### config.mk
export PLATFORM = sky130hd
export DESIGN_NAME = hid_boot_key_report_builder_top
export DESIGN_NICKNAME = d
export VERILOG_FILES = /design/src/rtl/hkr_pkg.sv /design/src/rtl/hid_boot_key_report_builder_top.sv /design/src/rtl/hkr_cmp_unit.sv
export SDC_FILE = /design/constraint.sdc
export NUM_CORES = 1
export LEC_CHECK = 0
export ABC_AREA = 1
export BUFFER_PORTS_ARGS = -buffer_cell sky130_fd_sc_hd__buf_2
export CORE_ASPECT_RATIO = 0.8
export CORE_MARGIN = 2
export CORE_UTILIZATION = 35
export CTS_CLUSTER_SIZE = 24
export DETAILED_ROUTE_END_ITERATION = 10
export GPL_TIMING_DRIVEN = 0
export PLACE_DENSITY = 0.48
export SLEW_MARGIN = 0
export SYNTH_ARGS = -nofsm -noshare
export SYNTH_HDL_FRONTEND = slang
export SYNTH_HIERARCHICAL = 1
export SYNTH_SLANG_ARGS = --single-unit
### constraint.sdc
create_clock -name clock -period 5.5 [get_ports clock]
set_input_delay 0.275 -clock clock [delete_from_list [all_inputs] [get_ports clock]]
set_output_delay 0.275 -clock clock [all_outputs]
set_load 0.005 [all_outputs]
### src/rtl/hkr_pkg.sv
package hkr_pkg;

   // report geometry
   localparam int KEY_SLOTS  = 6;
   localparam int SLOT_ARRAY = 6;
   localparam int SLOT_IDX_W = (KEY_SLOTS > 1) ? $clog2(KEY_SLOTS) : 1;
   localparam int CNT_W      = $clog2(2 * KEY_SLOTS);
   localparam int NEXT_W     = $clog2(KEY_SLOTS + 1);

   // modifier keycode range
   localparam logic [7:0] MOD_FIRST = 8'hE0;
   localparam logic [7:0] MOD_LAST  = 8'hE7;
   localparam logic [7:0] MOD_ONE   = 8'h01;

   // result word layout: four flag bits plus mods, slots and sent mods
   localparam int RSP_BITS   = 4 + 8 * (SLOT_ARRAY + 2);
   localparam int RSP_DATA_W = ((RSP_BITS + 7) / 8) * 8;

   // item kinds
   typedef enum logic [1:0] {
      KIND_PRESS       = 2'd0,
      KIND_RELEASE     = 2'd1,
      KIND_RELEASE_ALL = 2'd2,
      KIND_SEND        = 2'd3
   } kind_type;

   // sequencer states
   typedef enum logic [4:0] {
      S_IDLE  = 5'b00001,
      S_SCAN  = 5'b00010,
      S_APPLY = 5'b00100,
      S_QUERY = 5'b01000,
      S_DONE  = 5'b10000
   } state_type;

   // shared compare unit result
   typedef struct packed {
      logic eq;
      logic a_zero;
   } cmp_res_type;

endpackage

### src/rtl/hid_boot_key_report_builder_top.sv
// boot keyboard report builder, six-key rollover
//
// input words arrive on req_: req_tuser carries the kind (press, release,
// release all, send if changed) and req_tdata the keycode. each word gives
// exactly one result word on rsp_: accept and send flags, the current
// modifier byte and key slots, the down flags for the keycode in the current
// and the last sent report, and the sent modifier byte.
//
// each word runs a pass over the slots for the update, an apply step,
// then two passes (current, then sent report) for the key query.
// every pass goes through the single byte comparator, one slot a cycle.
// req_tready is high only while the sequencer is idle, so one word is in
// flight at a time; the next word can be taken in the cycle after the
// result is taken.
//
// synchronous reset clears both reports and returns the sequencer to idle.
// a stalled rsp_tready holds the result word steady and keeps req_tready low.
module hid_boot_key_report_builder_top (
   input  logic                           clock,
   input  logic                           reset,
   input  logic                           req_tvalid,
   output logic                           req_tready,
   input  logic [7:0]                     req_tdata,   // keycode[7:0]
   input  logic [1:0]                     req_tuser,   // kind[1:0]
   output logic                           rsp_tvalid,
   input  logic                           rsp_tready,
   // accepted[0], report_sent[1], modifier_bits[9:2], slot_zero[17:10],
   // slot_one[25:18], slot_two[33:26], slot_three[41:34], slot_four[49:42],
   // slot_five[57:50], key_is_down[58], key_was_down[59],
   // sent_modifier_bits[67:60], zero fill above
   output logic [hkr_pkg::RSP_DATA_W-1:0] rsp_tdata
);

   localparam int N = hkr_pkg::KEY_SLOTS;

   hkr_pkg::state_type            state_ff, state_in;
   hkr_pkg::kind_type             kind_ff, kind_in;
   logic [7:0]                    key_ff, key_in;
   logic [hkr_pkg::CNT_W-1:0]     idx_ff, idx_in;
   logic [hkr_pkg::NEXT_W-1:0]    next_ff, next_in;
   logic [hkr_pkg::SLOT_IDX_W-1:0] empty_ff, empty_in;
   logic                          found_ff, found_in;
   logic                          has_empty_ff, has_empty_in;
   logic                          diff_ff, diff_in;
   logic                          acc_ff, acc_in;
   logic                          sent_flag_ff, sent_flag_in;
   logic                          is_hit_ff, is_hit_in;
   logic                          was_hit_ff, was_hit_in;

   logic [7:0]                    cur_mods_ff, cur_mods_in;
   logic [7:0]                    sent_mods_ff, sent_mods_in;
   logic [7:0]                    cur_slots_ff  [N];
   logic [7:0]                    cur_slots_in  [N];
   logic [7:0]                    sent_slots_ff [N];
   logic [7:0]                    sent_slots_in [N];

   logic [hkr_pkg::RSP_DATA_W-1:0] rsp_data_ff, rsp_data_in;

   // shared comparator and its operand selection
   logic [7:0]                    op_a, op_b;
   hkr_pkg::cmp_res_type          cmp;
   logic [hkr_pkg::SLOT_IDX_W-1:0] slot_idx;
   logic                          query_sent;
   logic                          is_mod;
   logic [7:0]                    mod_mask;
   logic                          req_fire;
   logic                          rsp_fire;
   logic                          last_scan;
   logic                          last_query;
   logic                          is_down;
   logic                          was_down;

   hkr_cmp_unit u_cmp (
      .op_a (op_a),
      .op_b (op_b),
      .res  (cmp)
   );

   assign req_fire   = req_tvalid && req_tready;
   assign rsp_fire   = rsp_tvalid && rsp_tready;
   assign req_tready = (state_ff == hkr_pkg::S_IDLE);
   assign rsp_tvalid = (state_ff == hkr_pkg::S_DONE);
   assign rsp_tdata  = rsp_data_ff;

   assign is_mod    = (key_ff >= hkr_pkg::MOD_FIRST) && (key_ff <= hkr_pkg::MOD_LAST);
   assign mod_mask  = hkr_pkg::MOD_ONE << key_ff[2:0];
   assign last_scan  = (idx_ff == hkr_pkg::CNT_W'(N - 1));
   assign last_query = (idx_ff == hkr_pkg::CNT_W'(2 * N - 1));

   // second half of the query pass walks the sent report
   assign query_sent = (state_ff == hkr_pkg::S_QUERY) && (idx_ff >= hkr_pkg::CNT_W'(N));

   always_comb begin
      if (query_sent) begin
         slot_idx = hkr_pkg::SLOT_IDX_W'(idx_ff - hkr_pkg::CNT_W'(N));
      end else begin
         slot_idx = hkr_pkg::SLOT_IDX_W'(idx_ff);
      end
   end

   always_comb begin
      op_a = query_sent ? sent_slots_ff[slot_idx] : cur_slots_ff[slot_idx];
      if ((state_ff == hkr_pkg::S_SCAN) && (kind_ff == hkr_pkg::KIND_SEND)) begin
         op_b = sent_slots_ff[slot_idx];
      end else begin
         op_b = key_ff;
      end
   end

   // final down flags: modifiers answer from their bit, keycode zero is never down
   always_comb begin
      if (is_mod) begin
         is_down  = |(cur_mods_ff & mod_mask);
         was_down = |(sent_mods_ff & mod_mask);
      end else begin
         is_down  = (key_ff != 8'h00) && is_hit_ff;
         was_down = (key_ff != 8'h00) && was_hit_ff;
      end
   end

   always_comb begin
      state_in     = state_ff;
      kind_in      = kind_ff;
      key_in       = key_ff;
      idx_in       = idx_ff;
      next_in      = next_ff;
      empty_in     = empty_ff;
      found_in     = found_ff;
      has_empty_in = has_empty_ff;
      diff_in      = diff_ff;
      acc_in       = acc_ff;
      sent_flag_in = sent_flag_ff;
      is_hit_in    = is_hit_ff;
      was_hit_in   = was_hit_ff;
      cur_mods_in  = cur_mods_ff;
      sent_mods_in = sent_mods_ff;
      cur_slots_in  = cur_slots_ff;
      sent_slots_in = sent_slots_ff;
      rsp_data_in  = rsp_data_ff;

      unique case (state_ff)
         hkr_pkg::S_IDLE: begin
            if (req_fire) begin
               kind_in      = hkr_pkg::kind_type'(req_tuser);
               key_in       = req_tdata;
               idx_in       = '0;
               next_in      = '0;
               empty_in     = '0;
               found_in     = 1'b0;
               has_empty_in = 1'b0;
               diff_in      = 1'b0;
               acc_in       = 1'b1;
               sent_flag_in = 1'b0;
               is_hit_in    = 1'b0;
               was_hit_in   = 1'b0;
               state_in     = hkr_pkg::S_SCAN;
            end
         end

         hkr_pkg::S_SCAN: begin
            unique case (kind_ff)
               hkr_pkg::KIND_PRESS: begin
                  if (cmp.eq) begin
                     found_in = 1'b1;
                  end
                  if (cmp.a_zero && !has_empty_ff) begin
                     has_empty_in = 1'b1;
                     empty_in     = slot_idx;
                  end
               end
               hkr_pkg::KIND_RELEASE: begin
                  // in-place stable compaction, write index never passes read index
                  if (!is_mod && !cmp.a_zero && !cmp.eq) begin
                     cur_slots_in[hkr_pkg::SLOT_IDX_W'(next_ff)] = op_a;
                     next_in = next_ff + 1'b1;
                  end
               end
               hkr_pkg::KIND_SEND: begin
                  if (!cmp.eq) begin
                     diff_in = 1'b1;
                  end
               end
               hkr_pkg::KIND_RELEASE_ALL: begin
               end
               default: begin
               end
            endcase
            if (last_scan) begin
               idx_in   = '0;
               state_in = hkr_pkg::S_APPLY;
            end else begin
               idx_in = idx_ff + 1'b1;
            end
         end

         hkr_pkg::S_APPLY: begin
            unique case (kind_ff)
               hkr_pkg::KIND_PRESS: begin
                  if (is_mod) begin
                     cur_mods_in = cur_mods_ff | mod_mask;
                  end else if ((key_ff != 8'h00) && !found_ff) begin
                     if (has_empty_ff) begin
                        cur_slots_in[empty_ff] = key_ff;
                     end else begin
                        acc_in = 1'b0;
                     end
                  end
               end
               hkr_pkg::KIND_RELEASE: begin
                  if (is_mod) begin
                     cur_mods_in = cur_mods_ff & ~mod_mask;
                  end else begin
                     for (int j = 0; j < N; j++) begin
                        if (hkr_pkg::NEXT_W'(j) >= next_ff) begin
                           cur_slots_in[j] = 8'h00;
                        end
                     end
                  end
               end
               hkr_pkg::KIND_RELEASE_ALL: begin
                  cur_mods_in = 8'h00;
                  for (int j = 0; j < N; j++) begin
                     cur_slots_in[j] = 8'h00;
                  end
               end
               hkr_pkg::KIND_SEND: begin
                  if (diff_ff || (cur_mods_ff != sent_mods_ff)) begin
                     sent_mods_in  = cur_mods_ff;
                     sent_slots_in = cur_slots_ff;
                     sent_flag_in  = 1'b1;
                  end
               end
               default: begin
               end
            endcase
            state_in = hkr_pkg::S_QUERY;
         end

         hkr_pkg::S_QUERY: begin
            if (cmp.eq) begin
               if (query_sent) begin
                  was_hit_in = 1'b1;
               end else begin
                  is_hit_in = 1'b1;
               end
            end
            if (last_query) begin
               state_in = hkr_pkg::S_DONE;
            end else begin
               idx_in = idx_ff + 1'b1;
            end
         end

         hkr_pkg::S_DONE: begin
            if (rsp_fire) begin
               state_in = hkr_pkg::S_IDLE;
            end
         end

         default: begin
            state_in = hkr_pkg::S_IDLE;
         end
      endcase

      // result word is built as the last query step retires
      if ((state_ff == hkr_pkg::S_QUERY) && last_query) begin
         rsp_data_in       = '0;
         rsp_data_in[0]    = acc_ff;
         rsp_data_in[1]    = sent_flag_ff;
         rsp_data_in[9:2]  = cur_mods_ff;
         for (int j = 0; j < hkr_pkg::SLOT_ARRAY; j++) begin
            if (j < N) begin
               rsp_data_in[10 + 8 * j +: 8] = cur_slots_ff[j];
            end
         end
         rsp_data_in[10 + 8 * hkr_pkg::SLOT_ARRAY]      = is_down || (cmp.eq && !query_sent
                                                           && !is_mod && (key_ff != 8'h00));
         rsp_data_in[11 + 8 * hkr_pkg::SLOT_ARRAY]      = was_down || (cmp.eq && query_sent
                                                           && !is_mod && (key_ff != 8'h00));
         rsp_data_in[12 + 8 * hkr_pkg::SLOT_ARRAY +: 8] = sent_mods_ff;
      end
   end

   always_ff @(posedge clock) begin
      if (reset) begin
         state_ff     <= hkr_pkg::S_IDLE;
         cur_mods_ff  <= 8'h00;
         sent_mods_ff <= 8'h00;
         for (int j = 0; j < N; j++) begin
            cur_slots_ff[j]  <= 8'h00;
            sent_slots_ff[j] <= 8'h00;
         end
         idx_ff       <= '0;
         next_ff      <= '0;
      end else begin
         state_ff      <= state_in;
         cur_mods_ff   <= cur_mods_in;
         sent_mods_ff  <= sent_mods_in;
         cur_slots_ff  <= cur_slots_in;
         sent_slots_ff <= sent_slots_in;
         idx_ff        <= idx_in;
         next_ff       <= next_in;
      end
   end

   // per-word working registers and result payload
   always_ff @(posedge clock) begin
      kind_ff      <= kind_in;
      key_ff       <= key_in;
      empty_ff     <= empty_in;
      found_ff     <= found_in;
      has_empty_ff <= has_empty_in;
      diff_ff      <= diff_in;
      acc_ff       <= acc_in;
      sent_flag_ff <= sent_flag_in;
      is_hit_ff    <= is_hit_in;
      was_hit_ff   <= was_hit_in;
      rsp_data_ff  <= rsp_data_in;
   end

`ifndef SYNTH
   a_one_in_flight: assert property (@(posedge clock) disable iff (reset)
      rsp_tvalid |-> !req_tready)
      else $error("result pending while input side ready");

   a_accept_starts_scan: assert property (@(posedge clock) disable iff (reset)
      req_fire |=> (state_ff == hkr_pkg::S_SCAN) && (idx_ff == '0))
      else $error("accepted word did not start the slot pass");

   a_pack_bound: assert property (@(posedge clock) disable iff (reset)
      next_ff <= hkr_pkg::NEXT_W'(N))
      else $error("compaction write index past the last slot");

   a_sent_latched: assert property (@(posedge clock) disable iff (reset)
      (rsp_tvalid && rsp_tdata[1]) |-> (sent_mods_ff == cur_mods_ff))
      else $error("sent report not equal to current after a send");

   a_query_bound: assert property (@(posedge clock) disable iff (reset)
      (state_ff == hkr_pkg::S_QUERY) |-> (idx_ff <= hkr_pkg::CNT_W'(2 * N - 1)))
      else $error("query counter out of range");
`endif

endmodule

### src/rtl/hkr_cmp_unit.sv
module hkr_cmp_unit (
   input  logic [7:0]          op_a,
   input  logic [7:0]          op_b,
   output hkr_pkg::cmp_res_type res
);

   // byte equality plus empty-slot test on the first operand
   assign res.eq     = (op_a == op_b);
   assign res.a_zero = (op_a == 8'h00);

endmodule

# --- Word-level counts from Yosys, hierarchy flattened ---
# Cells that the tools add are included.
word_totals:
  regBits: 212
  out_inout_bits: 74
classes:
  add_sub_neg: 3
  n_lt_le_gt_ge: 14
  n_eq_ne: 46
  shift: 1
  muxes: 75
  n_bitwise: 8
  reduce_logical: 59
op_table:
  columns: ["operator", "count"]
  rows:
  - ["$mux 48", 6]
  - ["$pmux 48 s3", 1]
  - ["$mux 8", 16]
  - ["$bwmux 48", 2]
  - ["$pmux 48 s2", 1]
  - ["$reduce_and 9->1", 6]
  - ["$bmux 8 s3", 2]
  - ["$demux 8 s3", 2]
  - ["$reduce_and 4->1", 9]
  - ["$ne 2x2->1 const B", 15]
  - ["$ne 3x3->1 const B", 10]
  - ["$pmux 5 s5", 1]
  - ["$and 8x8->8", 3]
  - ["$pmux 8 s3", 1]
  - ["$logic_and 1x1->1", 20]
  - ["$mux 1", 20]
  - ["$mux 5", 4]
  - ["$mux 3", 6]
  - ["$ne 2x1->1 const B", 8]
  - ["$reduce_or 8->1", 2]
  - ["$pmux 1 s2", 7]
  - ["$ge 4x4->1 const B", 3]
  - ["$mux 4", 3]
  - ["$not 3->4", 3]
  - ["other kinds (37)", 55]

# --- Logic depth before layout (Yosys ltp) ---
# Gate-level depths: netlist (run 1).
logic_depth:
  word_depth: 15
  ltp_mapped: 31
  ltp_nobuf: 27

# --- Cells and area by module ---
# Netlist (run 1), hierarchy kept.
modules_own_cells:
  columns: ["mod", "n_inst", "cells_per_inst", "area_each_um2", "seq_area_each_um2"]
  rows:
  - ["hid_boot_key_report_builder_top", 1, 1373, 10560.1, 5124.9]
  - ["hkr_cmp_unit", 1, 50, 192.7, 0.0]

# --- Least setup slack after synthesis (run 1) ---
# OpenSTA, ideal clock, no wires.
synth_timing:
  path_type: "reg2reg"
  from: "register idx_ff[0] (netlist name)"
  to: "register cur_slots_ff[24] (netlist name)"
  setup_ps: 117
  arrival_ps: 3813
  slack_ps: 1570
  stages_incl_launch_ff: 28
  synth_period_minus_slack_ps: 3930
  cell_sequence: "dfxtp_1 > clkbuf_1 > inv_1 > clkbuf_1 > ha_1 > nand3_1 > nand2_1 > nand2_4 > clkinv_1 > buf_2 > nor2_1 > nand2_1 > and2_1 > inv_1 > nand2_1 > nand2_1 > nor2_1 > nand2_1 > nor2_1 > nor3_1 > nand2_1 > nand2_2 > nand2_1 > nor3_4 > nand3_2 > buf_2 > nor2_1 > a21oi_1"
synth_rtl:
  columns: ["item", "line_no", "rtl"]
  rows:
  - ["start: declaration", "hid_boot_key_report_builder_top.sv:39", "logic [hkr_pkg::CNT_W-1:0] idx_ff, idx_in;"]
  - ["start signal: assignment", "hid_boot_key_report_builder_top.sv:301", "idx_ff <= idx_in;"]
  - ["end signal: assignment", "hid_boot_key_report_builder_top.sv:299", "cur_slots_ff <= cur_slots_in;"]
  - ["end: declaration", "hid_boot_key_report_builder_top.sv:52", "logic [7:0] cur_slots_ff [N];"]

==> flow_metrics.py, run 1 <==
metrics = {
    "sta": {
        "fin_crit_sh_pct": 93.2,
        "finalMaxSlewViolations": 0,
        "setup_viol": 0,
        "fin_crit_ns": 5.13,
        "worst_pin_slew_ns": 0.906,
        "rsz0062_at_grt": "false",
        "fmax_mhz": 195,
        "slew-limit-headroom_pct": 39.6,
        "finalClockSkew_ns": 0.0137,
        "hold_viol": 0,
        "whs_ns": 0.0368,
        "layout_setup_ws_ns": 0.373,
    },
    "yosys": {
        "synth_top_area_share_pct": 24.6,
        "synth_ff_type": "dfxtp_1",
        "synth-async-reset-ratio_pct": 0,
        "synthesis.area_mm2": 0.0108,
        "ys_ff_latch": 212,
        "synth_seq_area_share_pct": 47.7,
        "synthCells": 1423,
        "synth_most_common_cell": "nand2_1",
        "synth-edff-count": 88,
        "yosys_warnings": 6,
        "synth_area_leaders": "edfxtp_1, dfxtp_1, nand2_1",
        "synthDistinctLibCells": 44,
        "postSynthAreaPerCell_um2": 7.56,
        "synthTopCellsByCount": "nand2_1, nor2_1, nand3_1",
        "synth_top_cell_by_area": "edfxtp_1",
    },
    "finish": {
        "drive_gt1_share_pct": 12.0,
        "syn_to_final_growth_pct": 18.1,
        "antennaDiodeCount": 0,
        "fin_nets": 1577,
        "final_cells": 1983,
        "final_area_mm2": 0.0127,
    },
    "cts": {
        "cts_tree": "yes",
        "clock_sinks": 212,
        "clkTransAtPathRegs_ns": 0.06,
        "clock_path_buffers": 3,
        "htree_num_levels": 1,
        "cts_root_buf": "clkbuf_16",
        "cts_inserted_buffers": 24,
        "clock_latency_ns": 0.53,
    },
    "floorplan": {
        "core_area_mm2": 0.0303,
        "die_width_um": 200,
        "die_h_um": 161,
        "start_util_pct": 35.5,
        "rows": 57,
        "design.die.area_mm2": 0.0321,
        "num_io_pins": 88,
    },
    "placed_design": {
        "dp_hpwl_um": 28300,
        "place_ws_ns": -0.226,
        "dp_cells": 1921,
        "numPortBuffers": 82,
        "place_area_mm2": 0.0117,
        "gp_congestion": 0.931,
    },
    "pwr": {
        "ir_worst_vdd_v": 0.000222,
        "p_leak_nw": 5.51,
        "p_per_area_mw_per_mm2": 293,
    },
    "drt": {
        "drcViolationCount": 0,
        "num_vias": 9993,
        "firstDrtPassIters": 5,
        "viasPerCell": 5.04,
        "route.detailed.wl_per_inst_um": 19.5,
        "postRouteAntennaNets": 0,
        "drt-total-wl_um": 38700,
        "drt-initial-drc-count": 962,
    },
    "global_route": {
        "grt_pass1_wl_um": 57400,
        "grt_pass1_vias": 9123,
        "grt_max_degree": 69,
        "overflow": 0,
        "grt_usage_pct": 24.1,
        "antenna_found_initial": 1,
    },
    "critical_path": {
        "worstSetupPathType": "reg -> reg",
        "worst-path-max-fanout": 10,
        "crit_path_end_kind": "flop",
        "worstPathRequired_ns": 5.94,
        "crit_slowest_cell": "buf_2",
        "max_stage_delay_ns": 0.36,
        "arrival_ns": 5.57,
        "crit_top_cell": "nand2_1",
        "worstSetupStartpointType": "flop",
    },
    "run": {
        "maxCapViolCount": 0,
    },
    "hold_path": {
        "hp-class": "in -> reg",
    },
    "outcome": {
        "outcome": "complete, no violations",
    },
}
-- kinds of logic (layout without fill, tap and decap cells) --
group,Yosys count,in the layout,synth area share (%)
AOI/OAI and AO/OA,200,200,9.73
xor gates and xnor gates,5,5,0.407
adders and majority gates,11,11,1.28
buffers and inverters,199,343,7.64
DFF,212,212,47.7
muxes,16,16,1.49
other,1,4,0.0349
and+or+nand+nor,779,779,31.8
-- per-layer routing --
metal / global-route usage [%] / wire [µm] / part of all wire [%]
met1: 35.9 / 18300 / 47
met2: 34.8 / 16000 / 41
met3: 5.73 / 3410 / 8.8
met4: 5.82 / 909 / 2.4
met5: 0 / 0 / 0
-- placed cells by master, fill, tap and decap left out, drive strengths merged, types with 2 or more instances in the layout --
cell	n
mux2i	16
clkbuf	74
nor4	2
ha	11
dfxtp	124
xor2	4
nor3	16
inv	129
nand2	345
nand4	6
nor2	227
bufinv	3
nand3	172
conb	4
edfxtp	88
and2	8
a21oi	134
o21ai	44
or2	2
buf	115
clkinv	10
a211oi	6
clkinvlp	2
o22ai	10
dlygate4sd3	10
-- per-stage QoR --
stage          power (mW)  setup TNS [ns]  utilization [%]
3_5_place_dp         2.05           -3.03             38.6
3_3_place_gp         2.05           -6.89             38.6
2_1_floorplan        1.93               0                -
6_report             3.72               0             41.9
4_1_cts              3.75               0             41.6
5_1_grt              3.86               0             41.9
-- worst max-delay path, delay by kind of cell, from the launching register on --
family                     cells  cell delay (ns)
AOI/OAI and AO/OA              1             0.14
adders and majority gates      1             0.29
buffers and inverters          7             1.79
DFF                            1             0.35
and+or+nand+nor               19             2.45
-- repair_timing --
action / CTS / global route
endpoints found under the setup margin: 48 / 45
setup buffers: 0 / 9
resized for setup: 1 / 2
hold endpoints to repair: 10 / 0
gates cloned: 0 / 0
hold buffers: 10 / 0
pin swaps: 0 / 1
-- path summary, 6_finish.rpt --
path	from	endpoint	slack, ns	depth (start not counted)
worst max-delay path	idx_ff[0]	cur_slots_ff[22]	0.37	28
worst min-delay path	rsp_tready	state_ff[4]	0.04	4
worst max register to register	idx_ff[0]	cur_slots_ff[22]	0.37	28
worst min register to register	cur_slots_ff[21]	rsp_tdata[39]	0.43	0
-- area by class of cell --
type                       count  area, µm²
tap                          413        517
buffer                        63        313
clock inverter                 9        129
sequential                   212       5120
inverter                     135        513
fill                        3176      17600
clock buffer                  35        703
multi-input combinational   1015       4820
timing repair buffer         101        578
-- power breakdown --
part | total [mW] | switching (mW) | internal, mW
combinational | 0.356 | 0.265 | 0.0912
clock | 1.68 | 0.656 | 1.03
sequential | 1.68 | 0.0215 | 1.66
total | 3.72 | 0.942 | 2.78
-- registers in the layout (all words and copies together), names as in the netlist --
name           cells
acc_ff             1
diff_ff            1
found_ff           1
rsp_tdata         68
idx_ff             4
next_ff            3
empty_ff           3
key_ff             8
sent_slots_ff     48
is_hit_ff          1
sent_mods_ff       8
kind_ff            2
state_ff           5
cur_slots_ff      48
was_hit_ff         1
sent_flag_ff       1
has_empty_ff       1
cur_mods_ff        8
Note: power is estimated with default switching activity, not from simulation.
==> run 2, diff against run 1 <==
CORE_UTILIZATION = 40   (was 35)
PLACE_DENSITY = 0.54   (was 0.48)
==> run 2 against run 1 <==
  * Setup slack better by 0.0020 ns
  * Global-route usage increased by 2.3 points
  * Register-to-register slack is essentially flat
  * Largest power group unchanged
  * Highest routed layer unchanged
==> flow_metrics.py, run 2 (synthesized netlist as in run 1, its figures left out) <==
metrics = {
    "critical_path": {
        "arrival_ns": 5.57,
        "r2r-start": "idx_ff[0]",
        "worstSetupStartpointType": "flop",
        "max_stage_delay_ns": 0.40,
        "crit_path_end": "cur_slots_ff[24]",
        "r2r_slack_ns": 0.38,
        "worstSetupPathType": "reg -> reg",
        "crit_slowest_cell": "nor3_4",
        "worstPathRequired_ns": 5.94,
        "reg2reg_to": "cur_slots_ff[24]",
        "worst-path-max-fanout": 10,
        "crit_path_end_kind": "flop",
        "critPathLaunch": "idx_ff[0]",
        "crit_top_cell": "nand2_1",
        "reg2reg_depth": 28,
    },
    "pwr": {
        "p_per_area_mw_per_mm2": 294,
        "totalPowerFinal_mw": 3.70,
        "ir_worst_vdd_v": 0.000209,
        "p_leak_nw": 5.48,
    },
    "sta": {
        "setup_tns_ns": 0,
        "setup_viol": 0,
        "fin_crit_sh_pct": 93.2,
        "rsz0062_at_grt": "false",
        "hold_viol": 0,
        "fmax_mhz": 195,
        "finalClockSkew_ns": 0.0149,
        "fin_crit_ns": 5.12,
        "finalMaxSlewViolations": 0,
        "whs_ns": 0.0450,
        "slew-limit-headroom_pct": 36.5,
        "worst_pin_slew_ns": 0.952,
    },
    "drt": {
        "drt-initial-drc-count": 972,
        "num_vias": 10000,
        "drcViolationCount": 0,
        "viasPerCell": 5.21,
        "firstDrtPassIters": 6,
        "route.detailed.wl_per_inst_um": 19.3,
        "postRouteAntennaNets": 0,
        "drt-total-wl_um": 37000,
    },
    "global_route": {
        "grt_pass1_vias": 9333,
        "overflow": 0,
        "antenna_found_initial": 0,
        "grt_max_degree": 69,
        "grt_usage_pct": 26.4,
        "grt_pass1_wl_um": 56200,
    },
    "hold_path": {
        "min_from": "rsp_tready",
        "min_path_cells": 4,
        "hp-class": "in -> reg",
    },
    "outcome": {
        "outcome": "complete, no violations",
    },
    "floorplan": {
        "core_area_mm2": 0.0263,
        "rows": 53,
        "num_io_pins": 88,
        "die_h_um": 151,
        "design.die.area_mm2": 0.0282,
        "start_util_pct": 40.8,
        "die_width_um": 187,
    },
    "placed_design": {
        "numPortBuffers": 82,
        "gp_congestion": 0.978,
        "dp_cells": 1865,
        "dp_hpwl_um": 27200,
    },
    "cts": {
        "clkTransAtPathRegs_ns": 0.07,
        "cts_inserted_buffers": 23,
        "cts_tree": "yes",
        "clock_latency_ns": 0.53,
        "htree_num_levels": 1,
        "cts_root_buf": "clkbuf_16",
        "clock_sinks": 212,
        "clock_path_buffers": 3,
    },
    "finish": {
        "final_cells": 1921,
        "antennaDiodeCount": 0,
        "final_common_cell": "nand2_1",
        "final_cell_mix": "nand2_1, nor2_1, nand3_1",
        "largest_reg_flops": 68,
        "drive_gt1_share_pct": 11.9,
        "fin_nets": 1573,
        "n_fill_cell": 2711,
        "syn_to_final_growth_pct": 16.9,
    },
    "run": {
        "maxCapViolCount": 0,
    },
}
==> run 2: cell types whose count changed in the layout (fill, tap and decap cells not counted), sizes merged <==
| cell | before | now |
|---|---|---|
| buf | 115 | 112 |
| bufinv | 3 | 5 |
| clkbuf | 74 | 65 |
| clkinv | 10 | 12 |
| inv | 129 | 131 |
==> run 2: worst min-delay path by stage <==
stage | slack [ns] | endpoint
global placement | 0.41 | rsp_tdata[38]
finish | 0.04 | state_ff[4]
CTS | 0.04 | state_ff[4]
global route | 0.07 | state_ff[4]
detailed placement | 0.42 | rsp_tdata[1]
floorplan | 0.37 | key_ff[0]
==> run 2: layout make-up <==
type | instances | area, µm² | share of cell area [%]
timing repair buffer | 98 | 556 | 4.42
multi-input combinational | 1015 | 4820 | 38.3
inverter | 135 | 513 | 4.08
buffer | 63 | 313 | 2.49
clock inverter | 15 | 211 | 1.68
sequential | 212 | 5120 | 40.8
tap | 357 | 447 | 3.55
clock buffer | 26 | 587 | 4.67
==> run 2: timing repair <==
item,in CTS,in global routing
endpoints found under the setup margin,36,48
resized for setup,1,2
setup buffers,0,6
hold buffers,10,0
endpoints found under the hold margin,10,0
cloned,0,0
==> run 2: where the power goes <==
part	leakage, nW	total, mW	internal [mW]	switching, mW
clock	0.394	1.66	1.01	0.660
sequential	1.88	1.68	1.66	0.0215
combinational	3.20	0.352	0.0899	0.262
total	5.48	3.70	2.75	0.943
==> run 2: stage by stage <==
step | setup slack (ns) | instance area [µm²] | util, %
after floorplan | 1.57 | 10800 | -
after global placement | -0.0578 | 11600 | 44.1
after detailed placement | -0.121 | 11600 | 44.2
after CTS | 0.00984 | 12500 | 47.6
after global routing | 0.0185 | 12600 | 47.7
final | 0.375 | 12600 | 47.7
==> run 2: metal layers <==
| layer | track usage (%) | vias to the layer above | wire length [µm] |
|---|---|---|---|
| met5 | 0 | - | 0 |
| met4 | 7.82 | 0 | 1020 |
| met3 | 4.69 | 74 | 3180 |
| met2 | 39.4 | 411 | 15100 |
| met1 | 38.9 | 4614 | 17700 |
| li1 | - | 4919 | - |
==> run 2: worst max-delay path: cells and delay by family (launching register included) <==
family,cells,cell delay [ns]
compound gates,1,0.18
fa+ha+maj,1,0.27
buf+inv,4,0.98
flops,1,0.37
simple gates,22,3.22
==> run 3, diff against run 2 <==
ABC_AREA = unset   (was 1)
==> run 3 against run 2 <==
  * Sequential share of layout area is 0.46 points lower
  * Combinational power is 45% lower
  * Largest cell class is now multi-input gates
  * Critical path depth is 7 lower
  * Synthesized area is 0.24% higher
  * Largest power group is now clock
  * Clock power is 4% higher
  * Highest routed layer unchanged
  * Synthesized cell count is 27% lower
  * First-iteration DRC count is 5.9% higher
  * Power is 2.8% lower
  * Non-clock buffer count is 23 higher
==> flow_metrics.py, run 3 <==
metrics = {
    "outcome": {
        "outcome": "complete, no violations",
    },
    "placed_design": {
        "dp_hpwl_um": 26600,
        "numPortBuffers": 82,
        "gp_congestion": 0.950,
    },
    "finish": {
        "final_cell_mix": "dfxtp_1, buf_2, nor2_1",
        "fin_nets": 1183,
        "final_common_cell": "dfxtp_1",
        "drive_gt1_share_pct": 18.8,
        "antennaDiodeCount": 0,
        "syn_to_final_growth_pct": 17.9,
        "largest_reg_flops": 68,
        "n_fill_cell": 2526,
    },
    "sta": {
        "slew-limit-headroom_pct": 20.1,
        "finalMaxSlewViolations": 0,
        "hold_viol": 0,
        "setup_viol": 0,
        "fin_crit_sh_pct": 92.1,
        "fmax_mhz": 197,
        "finalClockSkew_ns": 0.0227,
        "setup_tns_ns": 0,
        "rsz0062_at_grt": "false",
        "whs_ns": 0.272,
        "fin_crit_ns": 5.07,
        "worst_pin_slew_ns": 1.20,
    },
    "critical_path": {
        "reg2reg_to": "cur_slots_ff[31]",
        "worst-path-max-fanout": 19,
        "worstSetupStartpointType": "flop",
        "r2r-start": "idx_ff[0]",
        "crit_path_end_kind": "flop",
        "r2r_slack_ns": 0.43,
        "arrival_ns": 5.46,
        "worstSetupPathType": "reg -> reg",
        "reg2reg_depth": 21,
        "worstPathRequired_ns": 5.89,
    },
    "drt": {
        "postRouteAntennaNets": 0,
        "drt-initial-drc-count": 1029,
        "route.detailed.wl_per_inst_um": 23.8,
        "viasPerCell": 6.02,
        "num_vias": 9229,
        "firstDrtPassIters": 5,
        "drt-total-wl_um": 36500,
        "drcViolationCount": 0,
    },
    "global_route": {
        "antenna_found_initial": 0,
        "overflow": 0,
        "grt_pass1_wl_um": 54900,
        "grt_pass1_vias": 8791,
        "grt_usage_pct": 25.8,
        "grt_max_degree": 24,
    },
    "floorplan": {
        "num_io_pins": 88,
        "rows": 53,
        "die_h_um": 151,
        "start_util_pct": 40.8,
        "core_area_mm2": 0.0264,
        "design.die.area_mm2": 0.0283,
        "die_width_um": 188,
    },
    "cts": {
        "cts_root_buf": "clkbuf_16",
        "cts_tree": "yes",
        "clock_latency_ns": 0.55,
        "clkTransAtPathRegs_ns": 0.06,
        "cts_inserted_buffers": 24,
        "clock_sinks": 212,
        "htree_num_levels": 1,
        "clock_path_buffers": 3,
    },
    "yosys": {
        "ys_ff_latch": 212,
        "postSynthAreaPerCell_um2": 10.4,
        "synth_top_cell_by_area": "edfxtp_1",
        "synth_seq_area_share_pct": 47.5,
        "synth_most_common_cell": "dfxtp_1",
        "synth-edff-count": 88,
        "synthTopCellsByCount": "dfxtp_1, nor2_1, mux2i_1",
        "synthDistinctLibCells": 78,
        "synth_top_area_share_pct": 24.5,
        "synth-async-reset-ratio_pct": 0,
        "yosys_warnings": 6,
        "synth_area_leaders": "edfxtp_1, dfxtp_1, mux2i_1",
        "synthCells": 1034,
        "synthesis.area_mm2": 0.0108,
        "synth_ff_type": "dfxtp_1",
    },
    "hold_path": {
        "min_from": "rsp_tready",
        "min_path_cells": 3,
        "hp-class": "in -> reg",
        "hold_end": "state_ff[2]",
    },
    "pwr": {
        "ir_worst_vdd_v": 0.000215,
        "p_leak_nw": 4.78,
        "p_per_area_mw_per_mm2": 283,
    },
    "run": {
        "maxCapViolCount": 0,
    },
}
==> run 3: changes by cell type after synthesis, sizes merged, moves of 77 or more <==
cell / change
mux2i: +77
nand3: -130
nor2: -124
nand2: -287
inv: -108
a21oi: -108
==> run 3: worst max-delay path by stage <==
stage | start | endpoint | slack (ns) | cells after the start
floorplan | idx_ff[0] | cur_slots_ff[24] | 0.61 | 21
global placement | idx_ff[0] | cur_slots_ff[33] | -1.16 | 21
detailed placement | idx_ff[0] | cur_slots_ff[7] | -1.17 | 22
CTS | idx_ff[0] | cur_slots_ff[7] | 0.16 | 22
global route | idx_ff[0] | cur_slots_ff[23] | 0.07 | 21
finish | idx_ff[0] | cur_slots_ff[31] | 0.43 | 21
==> run 3: power by group <==
| part | leakage [nW] | internal (mW) | switching (mW) |
|---|---|---|---|
| registers | 1.82 | 1.65 | 0.0238 |
| clock network | 0.415 | 1.05 | 0.675 |
| logic | 2.54 | 0.0607 | 0.134 |
| total | 4.78 | 2.76 | 0.832 |
==> run 3: per-layer routing <==
layer,GRT usage (%),vias up,part of all wire (%)
met1,38.1,4458,46
met3,6.35,75,11
met4,7.99,0,3.2
li1,-,4220,-
met5,0,-,0
met2,36.8,476,39
==> run 3: cells by family after synthesis <==
family | share of synthesized area (%)
adders and majority gates | 1.28
buffers and inverters | 4.58
muxes | 13.1
xor gates and xnor gates | 1.38
and+or+nand+nor | 14.3
other | 0.0348
AOI/OAI and AO/OA | 17.7
DFF | 47.5
==> run 3: final cells by class <==
| cell class | instances | area, µm² | share of cell area (%) |
|---|---|---|---|
| Timing Repair Buffer | 96 | 576 | 4.53 |
| Clock inverter | 16 | 220 | 1.73 |
| Tap cell | 357 | 447 | 3.51 |
| Sequential cell | 212 | 5120 | 40.3 |
| Multi-Input combinational cell | 712 | 5210 | 41.0 |
| Buffer | 88 | 415 | 3.27 |
| Clock buffer | 28 | 626 | 4.92 |
| Inverter | 24 | 90.1 | 0.709 |
==> run 3: metrics by stage <==
| step | std cells | power (mW) | utilization (%) | cell area (µm²) | setup slack (ns) |
|---|---|---|---|---|---|
| CTS | 1534 | 3.62 | 48.1 | 12700 | 0.158 |
| finish | 1533 | 3.59 | 48.2 | 12700 | 0.433 |
| global placement | 1476 | 1.89 | 44.2 | 11700 | -1.16 |
| floorplan | 1037 | 1.82 | - | 10800 | 0.613 |
| global route | 1533 | 3.70 | 48.2 | 12700 | 0.0710 |
| detailed placement | 1479 | 1.89 | 44.4 | 11700 | -1.17 |
==> run 3: timing repair <==
item,4_1_cts,5_1_grt
hold buffers,10,0
endpoints found under the hold margin,10,0
pin swaps,1,1
setup buffers,1,0
endpoints found under the setup margin,57,45
resized for setup,12,5
==> run 3: worst max-delay path, stage by stage, from the launching register on <==
cell and delay [ns]:
dfxtp_1 0.43, buf_4 0.30, buf_6 0.28, inv_1 0.13, ha_1 0.25, o21a_1 0.22, o211ai_4 0.25, clkbuf_2 0.28
clkbuf_2 0.29, nor3_1 0.08, o21ai_0 0.25, a31oi_1 0.13, xnor2_1 0.18, nand4_1 0.16, nor2_2 0.37, nor3_2 0.10
a32o_1 0.29, buf_2 0.20, buf_2 0.21, buf_2 0.22, a41oi_1 0.24, a211oi_2 0.07
